$ cat config.mk
export PLATFORM = sky130hd
export DESIGN_NAME = piano_envelope_sustain_pedal
export DESIGN_NICKNAME = d
export VERILOG_FILES = /design/src/sv/penv_pkg.sv /design/src/sv/penv_div.sv /design/src/sv/penv_mul.sv /design/src/sv/piano_envelope_sustain_pedal.sv
export SDC_FILE = /design/constraint.sdc
export NUM_CORES = 2
export LEC_CHECK = 0
export BUFFER_PORTS_ARGS = -buffer_cell sky130_fd_sc_hd__buf_2
export CAP_MARGIN = 20
export CORE_ASPECT_RATIO = 0.75
export CORE_UTILIZATION = 60
export CTS_CLUSTER_DIAMETER = 200
export DETAILED_ROUTE_END_ITERATION = 16
export PLACE_DENSITY = 0.76
export SLEW_MARGIN = 20
export SYNTH_ARGS = -nofsm -noshare
export SYNTH_HDL_FRONTEND = slang
export SYNTH_SLANG_ARGS = --single-unit
$ cat constraint.sdc
create_clock -name clk_i -period 22 [get_ports clk_i]
set_clock_uncertainty 0.1 [all_clocks]
set_input_delay 3.3 -clock clk_i [delete_from_list [all_inputs] [get_ports clk_i]]
set_output_delay 3.3 -clock clk_i [all_outputs]
set_load 0.02 [all_outputs]
$ cat src/sv/penv_pkg.sv
// Shared widths, register codes, reset values and rounding helper for the piano envelope.
`timescale 1ns / 1ps

package penv_pkg;

  localparam int TIME_BITS   = 24;
  localparam int SAMPLE_BITS = 16;
  localparam int GAIN_BITS   = 32;
  localparam int GAIN_FRAC   = 30;
  localparam int STEP_BITS   = 30;
  localparam int PROD_BITS   = SAMPLE_BITS + GAIN_BITS;
  localparam int SH_BITS     = PROD_BITS - GAIN_FRAC + 1;
  localparam int DIV_CNT_BITS = $clog2(GAIN_FRAC);
  localparam int CFG_IDX_BITS = 3;
  localparam int CFG_DATA_BITS = (TIME_BITS > STEP_BITS) ? TIME_BITS : STEP_BITS;

  typedef enum logic [CFG_IDX_BITS-1:0] {
    CFG_ATTACK      = 3'd0,
    CFG_RELEASE     = 3'd1,
    CFG_NOTE        = 3'd2,
    CFG_DECAY_START = 3'd3,
    CFG_PEDAL_NOTE  = 3'd4,
    CFG_PEDAL_TAIL  = 3'd5,
    CFG_STEP_NORMAL = 3'd6,
    CFG_STEP_PEDAL  = 3'd7
  } cfg_idx_e;

  localparam logic [TIME_BITS-1:0] ATTACK_RST      = TIME_BITS'(441);
  localparam logic [TIME_BITS-1:0] RELEASE_RST     = TIME_BITS'(44);
  localparam logic [TIME_BITS-1:0] NOTE_RST        = TIME_BITS'(4410);
  localparam logic [TIME_BITS-1:0] DECAY_START_RST = TIME_BITS'(44100);
  localparam logic [TIME_BITS-1:0] PEDAL_NOTE_RST  = TIME_BITS'(1323000);
  localparam logic [TIME_BITS-1:0] PEDAL_TAIL_RST  = TIME_BITS'(13230);
  localparam logic [STEP_BITS-1:0] STEP_NORMAL_RST = STEP_BITS'(6087);
  localparam logic [STEP_BITS-1:0] STEP_PEDAL_RST  = STEP_BITS'(487);

  // Unity gain in Q2.30 and the rounding half-LSB of the product.
  localparam logic [GAIN_BITS-1:0] GAIN_ONE = GAIN_BITS'(1) << GAIN_FRAC;
  localparam logic [PROD_BITS:0]   ROUND_HALF = (PROD_BITS + 1)'(1) << (GAIN_FRAC - 1);

  // Round a Q1.15 x Q2.30 product back to Q1.15 (floor after half add), saturate.
  function automatic logic [SAMPLE_BITS-1:0] round_sat(input logic [PROD_BITS-1:0] prod);
    logic [PROD_BITS:0]            sum;
    logic [SH_BITS-1:0]            sh;
    logic [SH_BITS-SAMPLE_BITS:0]  upper;
    logic [SAMPLE_BITS-1:0]        res;
    sum   = {prod[PROD_BITS-1], prod} + ROUND_HALF;
    sh    = sum[PROD_BITS:GAIN_FRAC];
    upper = sh[SH_BITS-1:SAMPLE_BITS-1];
    if ((&upper) || (~|upper)) begin
      res = sh[SAMPLE_BITS-1:0];
    end else if (sh[SH_BITS-1]) begin
      res = {1'b1, {(SAMPLE_BITS-1){1'b0}}};
    end else begin
      res = {1'b0, {(SAMPLE_BITS-1){1'b1}}};
    end
    return res;
  endfunction

endpackage

$ cat src/sv/penv_div.sv
// Restoring divider producing the Q0.30 ramp gain num * 2^30 / den, one bit per cycle.
`timescale 1ns / 1ps

module penv_div (
  input  logic                                  clk_i,
  input  logic                                  rst_ni,
  input  logic                                  start_i,
  input  logic [penv_pkg::TIME_BITS-1:0]        num_i,
  input  logic [penv_pkg::TIME_BITS-1:0]        den_i,
  output logic                                  done_o,
  output logic [penv_pkg::GAIN_FRAC-1:0]        quot_o
);

  logic                                  busy_q;
  logic                                  done_q;
  logic [penv_pkg::DIV_CNT_BITS-1:0]     cnt_q;
  logic [penv_pkg::TIME_BITS-1:0]        rem_q, rem_d;
  logic [penv_pkg::TIME_BITS-1:0]        den_q;
  logic [penv_pkg::GAIN_FRAC-1:0]        quo_q;
  logic [penv_pkg::TIME_BITS:0]          rem2;
  logic [penv_pkg::TIME_BITS+1:0]        diff;
  logic                                  ge;

  // Shift the partial remainder and try one subtract of the divisor.
  assign rem2  = {rem_q, 1'b0};
  assign diff  = {1'b0, rem2} - {2'b00, den_q};
  assign ge    = ~diff[penv_pkg::TIME_BITS+1];
  assign rem_d = ge ? diff[penv_pkg::TIME_BITS-1:0] : rem2[penv_pkg::TIME_BITS-1:0];

  always_ff @(posedge clk_i or negedge rst_ni) begin
    if (!rst_ni) begin
      busy_q <= 1'b0;
      done_q <= 1'b0;
      cnt_q  <= '0;
    end else begin
      done_q <= 1'b0;
      if (start_i) begin
        busy_q <= 1'b1;
        cnt_q  <= penv_pkg::DIV_CNT_BITS'(penv_pkg::GAIN_FRAC - 1);
      end else if (busy_q) begin
        cnt_q <= cnt_q - penv_pkg::DIV_CNT_BITS'(1);
        if (cnt_q == '0) begin
          busy_q <= 1'b0;
          done_q <= 1'b1;
        end
      end
    end
  end

  always_ff @(posedge clk_i) begin
    if (start_i) begin
      rem_q <= num_i;
      den_q <= den_i;
      quo_q <= '0;
    end else if (busy_q) begin
      rem_q <= rem_d;
      quo_q <= {quo_q[penv_pkg::GAIN_FRAC-2:0], ge};
    end
  end

  assign done_o = done_q;
  assign quot_o = quo_q;

endmodule

$ cat src/sv/penv_mul.sv
// Shared sample-by-gain multiplier with registered product and Q1.15 round and saturate.
`timescale 1ns / 1ps

module penv_mul (
  input  logic                                  clk_i,
  input  logic [penv_pkg::SAMPLE_BITS-1:0]      sample_i,
  input  logic [penv_pkg::GAIN_BITS-1:0]        gain_i,
  output logic [penv_pkg::SAMPLE_BITS-1:0]      res_o
);

  logic signed [penv_pkg::PROD_BITS-1:0] prod_q;

  always_ff @(posedge clk_i) begin
    prod_q <= penv_pkg::PROD_BITS'($signed(sample_i)) *
              penv_pkg::PROD_BITS'($signed(gain_i));
  end

  assign res_o = penv_pkg::round_sat(prod_q);

endmodule

$ cat src/sv/piano_envelope_sustain_pedal.sv
// Top level of the piano envelope: config registers, sequencer and result register.
`timescale 1ns / 1ps

// Stereo gain envelope for one piano voice with a sustain pedal. Each input word is either a
// start command (time cleared, note length reloaded, silent result with active low) or one
// stereo sample pair, which is scaled by a Q2.30 gain chosen from an attack ramp, a release
// ramp before the note end, a slow decay after the decay start, or unity, and returned as
// saturated Q1.15 with active high until time reaches the note length. Items are processed one
// at a time: in_stall_o stays high from acceptance until the result is loaded into the output
// register and drops the cycle after. A sample in either ramp passes a prepare step, the
// bit-serial divider that makes 30 quotient bits one per cycle, the left, right and end
// multiply steps and the finish step; a sample at unity or decay gain skips the divider,
// a finished note goes from the prepare step to the finish step and a start command goes
// straight to it. Both products go through the one shared multiplier that scales left then
// right. The output register holds a result while out_stall_i is high, and the next word may
// be accepted meanwhile. Configuration writes are taken at any edge with cfg_we_i high.
module piano_envelope_sustain_pedal (
  input  logic                                   clk_i,
  input  logic                                   rst_ni,
  // configuration write port
  input  logic                                   cfg_we_i,
  input  logic [penv_pkg::CFG_IDX_BITS-1:0]      cfg_idx_i,
  input  logic [penv_pkg::CFG_DATA_BITS-1:0]     cfg_data_i,
  // input channel
  input  logic                                   in_valid_i,
  output logic                                   in_stall_o,
  input  logic                                   command_i,
  input  logic [penv_pkg::SAMPLE_BITS-1:0]       sample_left_i,
  input  logic [penv_pkg::SAMPLE_BITS-1:0]       sample_right_i,
  input  logic                                   sustain_pedal_i,
  // output channel
  output logic                                   out_valid_o,
  input  logic                                   out_stall_i,
  output logic [penv_pkg::SAMPLE_BITS-1:0]       out_left_o,
  output logic [penv_pkg::SAMPLE_BITS-1:0]       out_right_o,
  output logic                                   active_o
);

  typedef enum logic [6:0] {
    S_IDLE  = 7'b0000001,
    S_PREP  = 7'b0000010,
    S_DIV   = 7'b0000100,
    S_MUL_L = 7'b0001000,
    S_MUL_R = 7'b0010000,
    S_MUL_E = 7'b0100000,
    S_FIN   = 7'b1000000
  } state_e;

  localparam int TB = penv_pkg::TIME_BITS;
  localparam int SB = penv_pkg::SAMPLE_BITS;
  localparam int GB = penv_pkg::GAIN_BITS;
  localparam int GF = penv_pkg::GAIN_FRAC;
  localparam int ST = penv_pkg::STEP_BITS;

  state_e state_q, state_d;

  // configuration registers
  logic [TB-1:0] attack_q, release_q, note_q, decay_start_q, pedal_note_q, pedal_tail_q;
  logic [ST-1:0] step_normal_q, step_pedal_q;

  // voice state
  logic [TB-1:0] time_q, len_q;
  logic [GB-1:0] last_gain_q;
  logic          held_q;

  // per-word working registers
  logic [SB-1:0] left_q, right_q;
  logic          pedal_q;
  logic [GB-1:0] gain_q;
  logic [SB-1:0] res_l_q, res_r_q;
  logic          res_act_q;

  // result register
  logic          out_valid_q;
  logic [SB-1:0] out_left_q, out_right_q;
  logic          out_act_q;

  logic          in_accept;
  logic          fin_load;
  logic [TB-1:0] remain;
  logic [GB-1:0] step_ext;
  logic [GB-1:0] decay_gain;
  logic          div_start;
  logic [TB-1:0] div_num, div_den;
  logic          div_done;
  logic [GF-1:0] div_quot;
  logic [SB-1:0] mul_sample;
  logic [SB-1:0] mul_res;

  assign in_stall_o = (state_q != S_IDLE);
  assign in_accept  = in_valid_i && !in_stall_o;
  assign fin_load   = (state_q == S_FIN) && (!out_valid_q || !out_stall_i);

  // Configuration writes; every 3-bit index maps to a register.
  always_ff @(posedge clk_i or negedge rst_ni) begin
    if (!rst_ni) begin
      attack_q      <= penv_pkg::ATTACK_RST;
      release_q     <= penv_pkg::RELEASE_RST;
      note_q        <= penv_pkg::NOTE_RST;
      decay_start_q <= penv_pkg::DECAY_START_RST;
      pedal_note_q  <= penv_pkg::PEDAL_NOTE_RST;
      pedal_tail_q  <= penv_pkg::PEDAL_TAIL_RST;
      step_normal_q <= penv_pkg::STEP_NORMAL_RST;
      step_pedal_q  <= penv_pkg::STEP_PEDAL_RST;
    end else if (cfg_we_i) begin
      case (penv_pkg::cfg_idx_e'(cfg_idx_i))
        penv_pkg::CFG_ATTACK:      attack_q      <= cfg_data_i[TB-1:0];
        penv_pkg::CFG_RELEASE:     release_q     <= cfg_data_i[TB-1:0];
        penv_pkg::CFG_NOTE:        note_q        <= cfg_data_i[TB-1:0];
        penv_pkg::CFG_DECAY_START: decay_start_q <= cfg_data_i[TB-1:0];
        penv_pkg::CFG_PEDAL_NOTE:  pedal_note_q  <= cfg_data_i[TB-1:0];
        penv_pkg::CFG_PEDAL_TAIL:  pedal_tail_q  <= cfg_data_i[TB-1:0];
        penv_pkg::CFG_STEP_NORMAL: step_normal_q <= cfg_data_i[ST-1:0];
        penv_pkg::CFG_STEP_PEDAL:  step_pedal_q  <= cfg_data_i[ST-1:0];
        default: ;
      endcase
    end
  end

  // Time that leaves pedal_tail to the note end (zero if shorter); loaded on a pedal lift.
  assign remain = (len_q > pedal_tail_q) ? (len_q - pedal_tail_q) : '0;

  // Decay moves the last gain one step toward zero.
  assign step_ext   = {{(GB-ST){1'b0}}, (pedal_q ? step_pedal_q : step_normal_q)};
  assign decay_gain = last_gain_q[GB-1] ? (last_gain_q + step_ext) : (last_gain_q - step_ext);

  // Ramp divisions: attack uses elapsed time, release uses time to the end.
  always_comb begin
    div_start = 1'b0;
    div_num   = time_q;
    div_den   = attack_q;
    if (state_q == S_PREP && time_q < len_q) begin
      if (time_q < attack_q) begin
        div_start = 1'b1;
      end else if ((len_q - time_q) < release_q) begin
        div_start = 1'b1;
        div_num   = len_q - time_q;
        div_den   = release_q;
      end
    end
  end

  always_comb begin
    state_d = state_q;
    case (state_q)
      S_IDLE: begin
        if (in_accept) begin
          state_d = command_i ? S_FIN : S_PREP;
        end
      end
      S_PREP: begin
        if (!(time_q < len_q)) begin
          state_d = S_FIN;
        end else if (div_start) begin
          state_d = S_DIV;
        end else begin
          state_d = S_MUL_L;
        end
      end
      S_DIV: begin
        if (div_done) begin
          state_d = S_MUL_L;
        end
      end
      S_MUL_L: state_d = S_MUL_R;
      S_MUL_R: state_d = S_MUL_E;
      S_MUL_E: state_d = S_FIN;
      S_FIN: begin
        if (fin_load) begin
          state_d = S_IDLE;
        end
      end
      default: state_d = S_IDLE;
    endcase
  end

  // Sequencer and voice state.
  always_ff @(posedge clk_i or negedge rst_ni) begin
    if (!rst_ni) begin
      state_q     <= S_IDLE;
      time_q      <= '0;
      len_q       <= penv_pkg::NOTE_RST;
      last_gain_q <= '0;
      held_q      <= 1'b0;
      res_act_q   <= 1'b0;
      out_valid_q <= 1'b0;
    end else begin
      state_q <= state_d;
      if (in_accept) begin
        if (command_i) begin
          time_q    <= '0;
          len_q     <= note_q;
          res_act_q <= 1'b0;
        end else if (sustain_pedal_i) begin
          len_q  <= pedal_note_q;
          held_q <= 1'b1;
        end else if (held_q) begin
          time_q <= remain;
          held_q <= 1'b0;
        end
      end
      if (state_q == S_PREP) begin
        res_act_q <= (time_q < len_q);
      end
      if (fin_load && res_act_q) begin
        last_gain_q <= gain_q;
        time_q      <= time_q + TB'(1);
      end
      if (fin_load) begin
        out_valid_q <= 1'b1;
      end else if (!out_stall_i) begin
        out_valid_q <= 1'b0;
      end
    end
  end

  // Payload registers: samples, chosen gain, scaled results and output word.
  always_ff @(posedge clk_i) begin
    if (in_accept) begin
      left_q  <= sample_left_i;
      right_q <= sample_right_i;
      pedal_q <= sustain_pedal_i;
      res_l_q <= '0;
      res_r_q <= '0;
    end
    if (state_q == S_PREP) begin
      gain_q <= (time_q > decay_start_q) ? decay_gain : penv_pkg::GAIN_ONE;
    end
    if (state_q == S_DIV && div_done) begin
      gain_q <= {{(GB-GF){1'b0}}, div_quot};
    end
    if (state_q == S_MUL_R) begin
      res_l_q <= mul_res;
    end
    if (state_q == S_MUL_E) begin
      res_r_q <= mul_res;
    end
    if (fin_load) begin
      out_left_q  <= res_l_q;
      out_right_q <= res_r_q;
      out_act_q   <= res_act_q;
    end
  end

  penv_div u_div (
    .clk_i   (clk_i),
    .rst_ni  (rst_ni),
    .start_i (div_start),
    .num_i   (div_num),
    .den_i   (div_den),
    .done_o  (div_done),
    .quot_o  (div_quot)
  );

  // Scale left first, then right, through the one multiplier.
  assign mul_sample = (state_q == S_MUL_L) ? left_q : right_q;

  penv_mul u_mul (
    .clk_i    (clk_i),
    .sample_i (mul_sample),
    .gain_i   (gain_q),
    .res_o    (mul_res)
  );

  assign out_valid_o = out_valid_q;
  assign out_left_o  = out_left_q;
  assign out_right_o = out_right_q;
  assign active_o    = out_act_q;

`ifndef SYNTHESIS
  a_valid_from_fin: assert property (@(posedge clk_i) disable iff (!rst_ni)
    $rose(out_valid_q) |-> $past(state_q == S_FIN))
    else $error("result word appeared outside the finish step");

  a_silent_when_done: assert property (@(posedge clk_i) disable iff (!rst_ni)
    (out_valid_q && !out_act_q) |-> (out_left_q == '0 && out_right_q == '0))
    else $error("inactive result word carries nonzero samples");

  a_div_done_in_div: assert property (@(posedge clk_i) disable iff (!rst_ni)
    div_done |-> (state_q == S_DIV))
    else $error("divider finished outside the divide step");

  a_ramp_gain_below_one: assert property (@(posedge clk_i) disable iff (!rst_ni)
    (state_q == S_DIV && div_done) |=> (gain_q[GB-1:GF] == '0))
    else $error("ramp gain reached unity or above");

  a_time_advances: assert property (@(posedge clk_i) disable iff (!rst_ni)
    (fin_load && res_act_q) |=> (time_q == $past(time_q) + TB'(1)))
    else $error("note time did not advance after a sounding sample");
`endif

endmodule
# Word-level counts from Yosys, hierarchy flattened
# Index checks and enable logic that the tools add are counted.
# Widths: inputs -> output; s select.
# classes
n_lt_le_gt_ge	5
n_reduce_logical	37
n_mux	52
bitwise_logic	2
addsub	8
n_mul	1
eq_ne	20
# ops
op	count
$mux 24	17
$mux 16	6
$mux 30	3
$lt 24x24->1	3
$mux 32	2
$add 48x31->49 const B	1
$pmux 7 s7	1
$gt 24x24->1	2
$mul 16x32->48	1
$sub 24x24->24	2
$mux 7	5
$add 32x30->32	1
$sub 32x30->32	1
$sub 25x24->26	1
$add 24x1->24 const B	1
$reduce_and 2->1	11
$reduce_bool 2->1	8
$mux 1	15
$eq 3x3->1 const B	4
$mux 5	2
$eq 7x1->1 const B	1
$eq 7x2->1 const B	1
$eq 7x3->1 const B	1
$eq 7x4->1 const B	1
21 further kinds	34
# word_totals
ff_bits	557
elab_cells	157

# Logic depth before layout (Yosys ltp)
# logic_depth
ltp_word	8
mapped_depth	30
ltp_nobuf	29

# Modules after synthesis
# Synthesis repeated with hierarchy kept, for this count alone.
# unflattened
hier_cells	4851
hier_area_um2	47142.7
# modules_own_cells
mod	n_inst	area_each_um2	cells_each	seq_area_each_um2
piano_envelope_sustain_pedal	1	23969.2	2266	11322.1
penv_mul	1	18460.2	2115	380.4
penv_div	1	4713.3	470	2217.1

# Worst setup path before layout
# No wires, ideal clock.
# synth_timing
path_type	reg2reg
from	reg state_q[5]
to	reg u_mul.prod_q[47] (netlist bit)
path_slack_ns	14.516
path_buffers	2
arrival_time_ns	7.312
path_stages_with_launch	29
path_cell_list	dfrtp_1 > nor4b_2 > nand2_1 > inv_1 > buf_1 > nand2_1 > nand2_1 > clkbuf_1 > nand2_1 > fa_1 > inv_1 > fa_1 > fa_1 > fa_1 > fa_1 > inv_1 > fa_1 > inv_1 > ha_1 > a21oi_1 > nor2_1 > or4_1 > a211oi_2 > a2bb2oi_2 > o21ai_4 > a31o_4 > a211o_2 > a21oi_2 > xnor2_1
# synth_between
elab_chain_len	3
# synth_rtl
item	line	source
from (decl)	piano_envelope_sustain_pedal.sv:55	state_e state_q, state_d;
from (signal assigned)	piano_envelope_sustain_pedal.sv:188	state_q <= state_d;
$eq 7x4->1	piano_envelope_sustain_pedal.sv:256	assign mul_sample = (state_q == S_MUL_L) ? left_q : right_q;
$mux 16	piano_envelope_sustain_pedal.sv:256	
$mul 16x32->48	penv_mul.sv:14	prod_q <= penv_pkg::PROD_BITS'($signed(sample_i)) *
to (signal assigned)	penv_mul.sv:14	
to (decl)	penv_mul.sv:11	logic signed [penv_pkg::PROD_BITS-1:0] prod_q;
# Every way passes these cells.
# A chain may end at the register's enable or synchronous reset.

# Worst setup path in the final report
# Same ends and word-level chain as after synthesis.

==> flow_summary.ini <==
[logic_synthesis]
synthFlopType = dfrtp_1
synth_seq_area_share_pct = 30.34
synth_area_per_cell_sq_um = 9.840
ys_seq_elements = 528
syn-num-nets = 5511
yosys_warnings = 0
synth_cell_types = 96
synth_edf_count = 176
synthCells = 4662
synth_area_sq_um = 45870
async_flop_share_pct = 57.01

[critical_path]
critPathRequiredTime_ps = 22420
crit_family = adder cells
cpPeakStageDelay_ps = 540
arrival_ps = 8990
path_buf_inv = 6
r2r_setup_slack_ps = 13430
worstSetupStartpointType = flop
cp_max_fo = 32
rr_worst_depth = 28
rr_startpoint = state_q[5]$_DFFE_PN0P_
critPathSlowestCell = fa_1
cpMostUsedCell = fa_1
crit-reg2reg-capture = u_mul.prod_q[47]$_DFF_P_
path_class = reg2reg
cp-end-kind = flop

[detailed_routing]
dr.pass1.iters = 6
drtAntennaViolNets = 0
dr.first_iter.drc_count = 3161
routed_wl_mm = 117.8
wire_per_inst_microns = 20.45
via_count = 33540
drc = 0
viasPerCell = 5.825

[clocking]
cts_resized = 0
clockBufferDepth = 3
htree_levels = 2
cts-root-buf = clkbuf_16
clk_pin_slew_ps = 70
clock-sinks = 528
postCtsHoldBufs = 0
post_cts_buffers = 0
cts_tree = built
cts_made_buffers = 53
insertion_delay_ps = 650

[worst_hold_path]
min_to = out_left_o[11]$_DFFE_PP_
min_from = res_l_q[11]$_SDFFCE_PN0P_
min_path_type = reg2reg
hold_path_depth = 0

[global_routing]
first_global_vias = 33080
grt_usage_pct = 30.99
grt_max_degree = 88
grt_pass1_wl_mm = 185.5
overflow = 0
antenna_found_initial = 6

[floorplan]
dieArea_sq_um = 77580
io_pins = 107
initial_utilization_pct = 60.81
fp.dieH_microns = 241.5
fp.coreArea_sq_um = 75440
rows = 87
die_width_microns = 321.3

[sta]
tns_ps = 0
relSlewSlack_pct = 23.78
hold_violations = 0
timing.final.crit_share_pct = 38.96
rsz0062_at_grt = no
setup_viol = 0
fin_crit_ps = 8572
slew_violations = 0
fmax_mhz = 116.7
worst_pin_slew_ps = 1143

[place]
hpwl_mm = 88.96
portBuffers = 106
dpl-instance-area_sq_um = 47380
gp_congestion = 0.9593
dp_cells = 5655

[run]
maxCapViolations = 0

[finish]
post-route-cell-area_sq_um = 49270
layout-drive-gt1-share_pct = 10.94
areaGrowthSynthToFinish_pct = 7.397
stdcell_count = 5758
nets = 5537

[status]
status = finished clean
cell families after synthesis:
group | after synthesis | synth area share [%]
fa+ha+maj | 777 | 29.20
simple gates | 1304 | 13.44
flops | 528 | 30.34
mux | 283 | 6.652
compound gates | 709 | 9.857
buf+inv | 905 | 7.528
xor+xnor | 156 | 2.979
routing by layer:
metal,global-route usage (%),vias up,routed length (microns)
met5,0,-,0
met4,7.157,0,2621
met3,9.580,158,14710
met2,42.75,1539,47030
met1,47.38,16560,53400
li1,-,15290,-
cells in the final DEF, fill, tap and decap left out, types with 10 or more instances in the layout:
master | Yosys | final
mux2_2 | 166 | 166
mux2i_1 | 108 | 106
o211ai_1 | 15 | 15
a31oi_1 | 17 | 17
nand2b_1 | 33 | 33
dfxtp_1 | 51 | 51
buf_2 | 15 | 105
or3_1 | 12 | 12
clkbuf_1 | 151 | 17
o21ai_1 | 61 | 60
o21a_1 | 23 | 23
clkbuf_16 | 0 | 56
a211oi_1 | 21 | 21
dfrtp_1 | 236 | 235
edfxtp_1 | 176 | 176
fa_1 | 489 | 489
and2_1 | 189 | 188
inv_1 | 723 | 723
nor2b_1 | 47 | 46
o21bai_1 | 10 | 10
nor2_1 | 211 | 210
xor2_1 | 53 | 53
a21oi_1 | 177 | 176
nor3_1 | 35 | 33
a21o_1 | 96 | 96
nand3_1 | 40 | 40
dfstp_2 | 65 | 65
nand2_1 | 595 | 594
buf_4 | 6 | 45
nand4_1 | 34 | 34
and3_1 | 44 | 44
ha_1 | 288 | 288
o21ai_0 | 154 | 154
xnor2_1 | 103 | 103
o31ai_1 | 29 | 29
layout make-up:
cell class / instances / area (sq um)
Multi-Input combinational cell: 3229 / 28580
Timing Repair Buffer: 153 / 909.6
Inverter: 723 / 2714
Fill cell: 5936 / 26170
Sequential cell: 528 / 13920
Antenna cell: 2 / 5.005
Tap cell: 1023 / 1280
Clock inverter: 21 / 311.5
Clock buffer: 79 / 1548
synthesized netlist by cell type (21+ instances only):
library cell	count	area share (%)
xor2_1	53	1.0
nand2_1	595	4.9
o31ai_1	29	0.47
nand2b_1	33	0.45
mux2i_1	108	2.4
xnor2_1	103	2.0
a21o_1	96	1.6
and2_1	189	2.6
dfxtp_1	51	2.2
nand4_1	34	0.46
clkbuf_1	151	1.2
inv_1	723	5.9
a21oi_1	177	1.9
o21ai_0	154	1.7
nand3_1	40	0.44
dfstp_2	65	3.7
nor3_1	35	0.38
o21ai_1	61	0.67
a211oi_1	21	0.34
mux2_2	166	4.1
and3_1	44	0.60
nor2_1	211	1.7
edfxtp_1	176	12
ha_1	288	7.9
nor2b_1	47	0.64
fa_1	489	21
dfrtp_1	236	13
o21a_1	23	0.38
metrics by stage:
step                setup slack, ps  utilization, %  hold slack [ps]
global placement              13690           62.81            300.9
detailed placement            13590           62.81            304.5
CTS                           13560           65.27            318.6
floorplan                     14520               -            300.3
finish                        13430           65.31            316.8
global route                  13100           65.31            323.0
registers in the layout, summed over array words and instances (netlist names), 30 cells and up:
signal,flops
step_pedal_q,30
last_gain_q,32
step_normal_q,30
gain_q,32
u_div.quot_o,30
worst max path at each step:
| stage | start | to | cells past startpoint |
|---|---|---|---|
| floorplan | state_q[5]$_DFFE_PN0P_ | u_mul.prod_q[47]$_DFF_P_ | 28 |
| global placement | state_q[5]$_DFFE_PN0P_ | u_mul.prod_q[47]$_DFF_P_ | 28 |
| detailed placement | state_q[5]$_DFFE_PN0P_ | u_mul.prod_q[47]$_DFF_P_ | 28 |
| CTS | state_q[5]$_DFFE_PN0P_ | u_mul.prod_q[47]$_DFF_P_ | 28 |
| global route | state_q[5]$_DFFE_PN0P_ | u_mul.prod_q[47]$_DFF_P_ | 28 |
| finish | state_q[5]$_DFFE_PN0P_ | u_mul.prod_q[47]$_DFF_P_ | 28 |
Power is left out: the tool's default activity adds up to more than one toggle a clock period on the data nets, which glitch-free logic cannot reach.
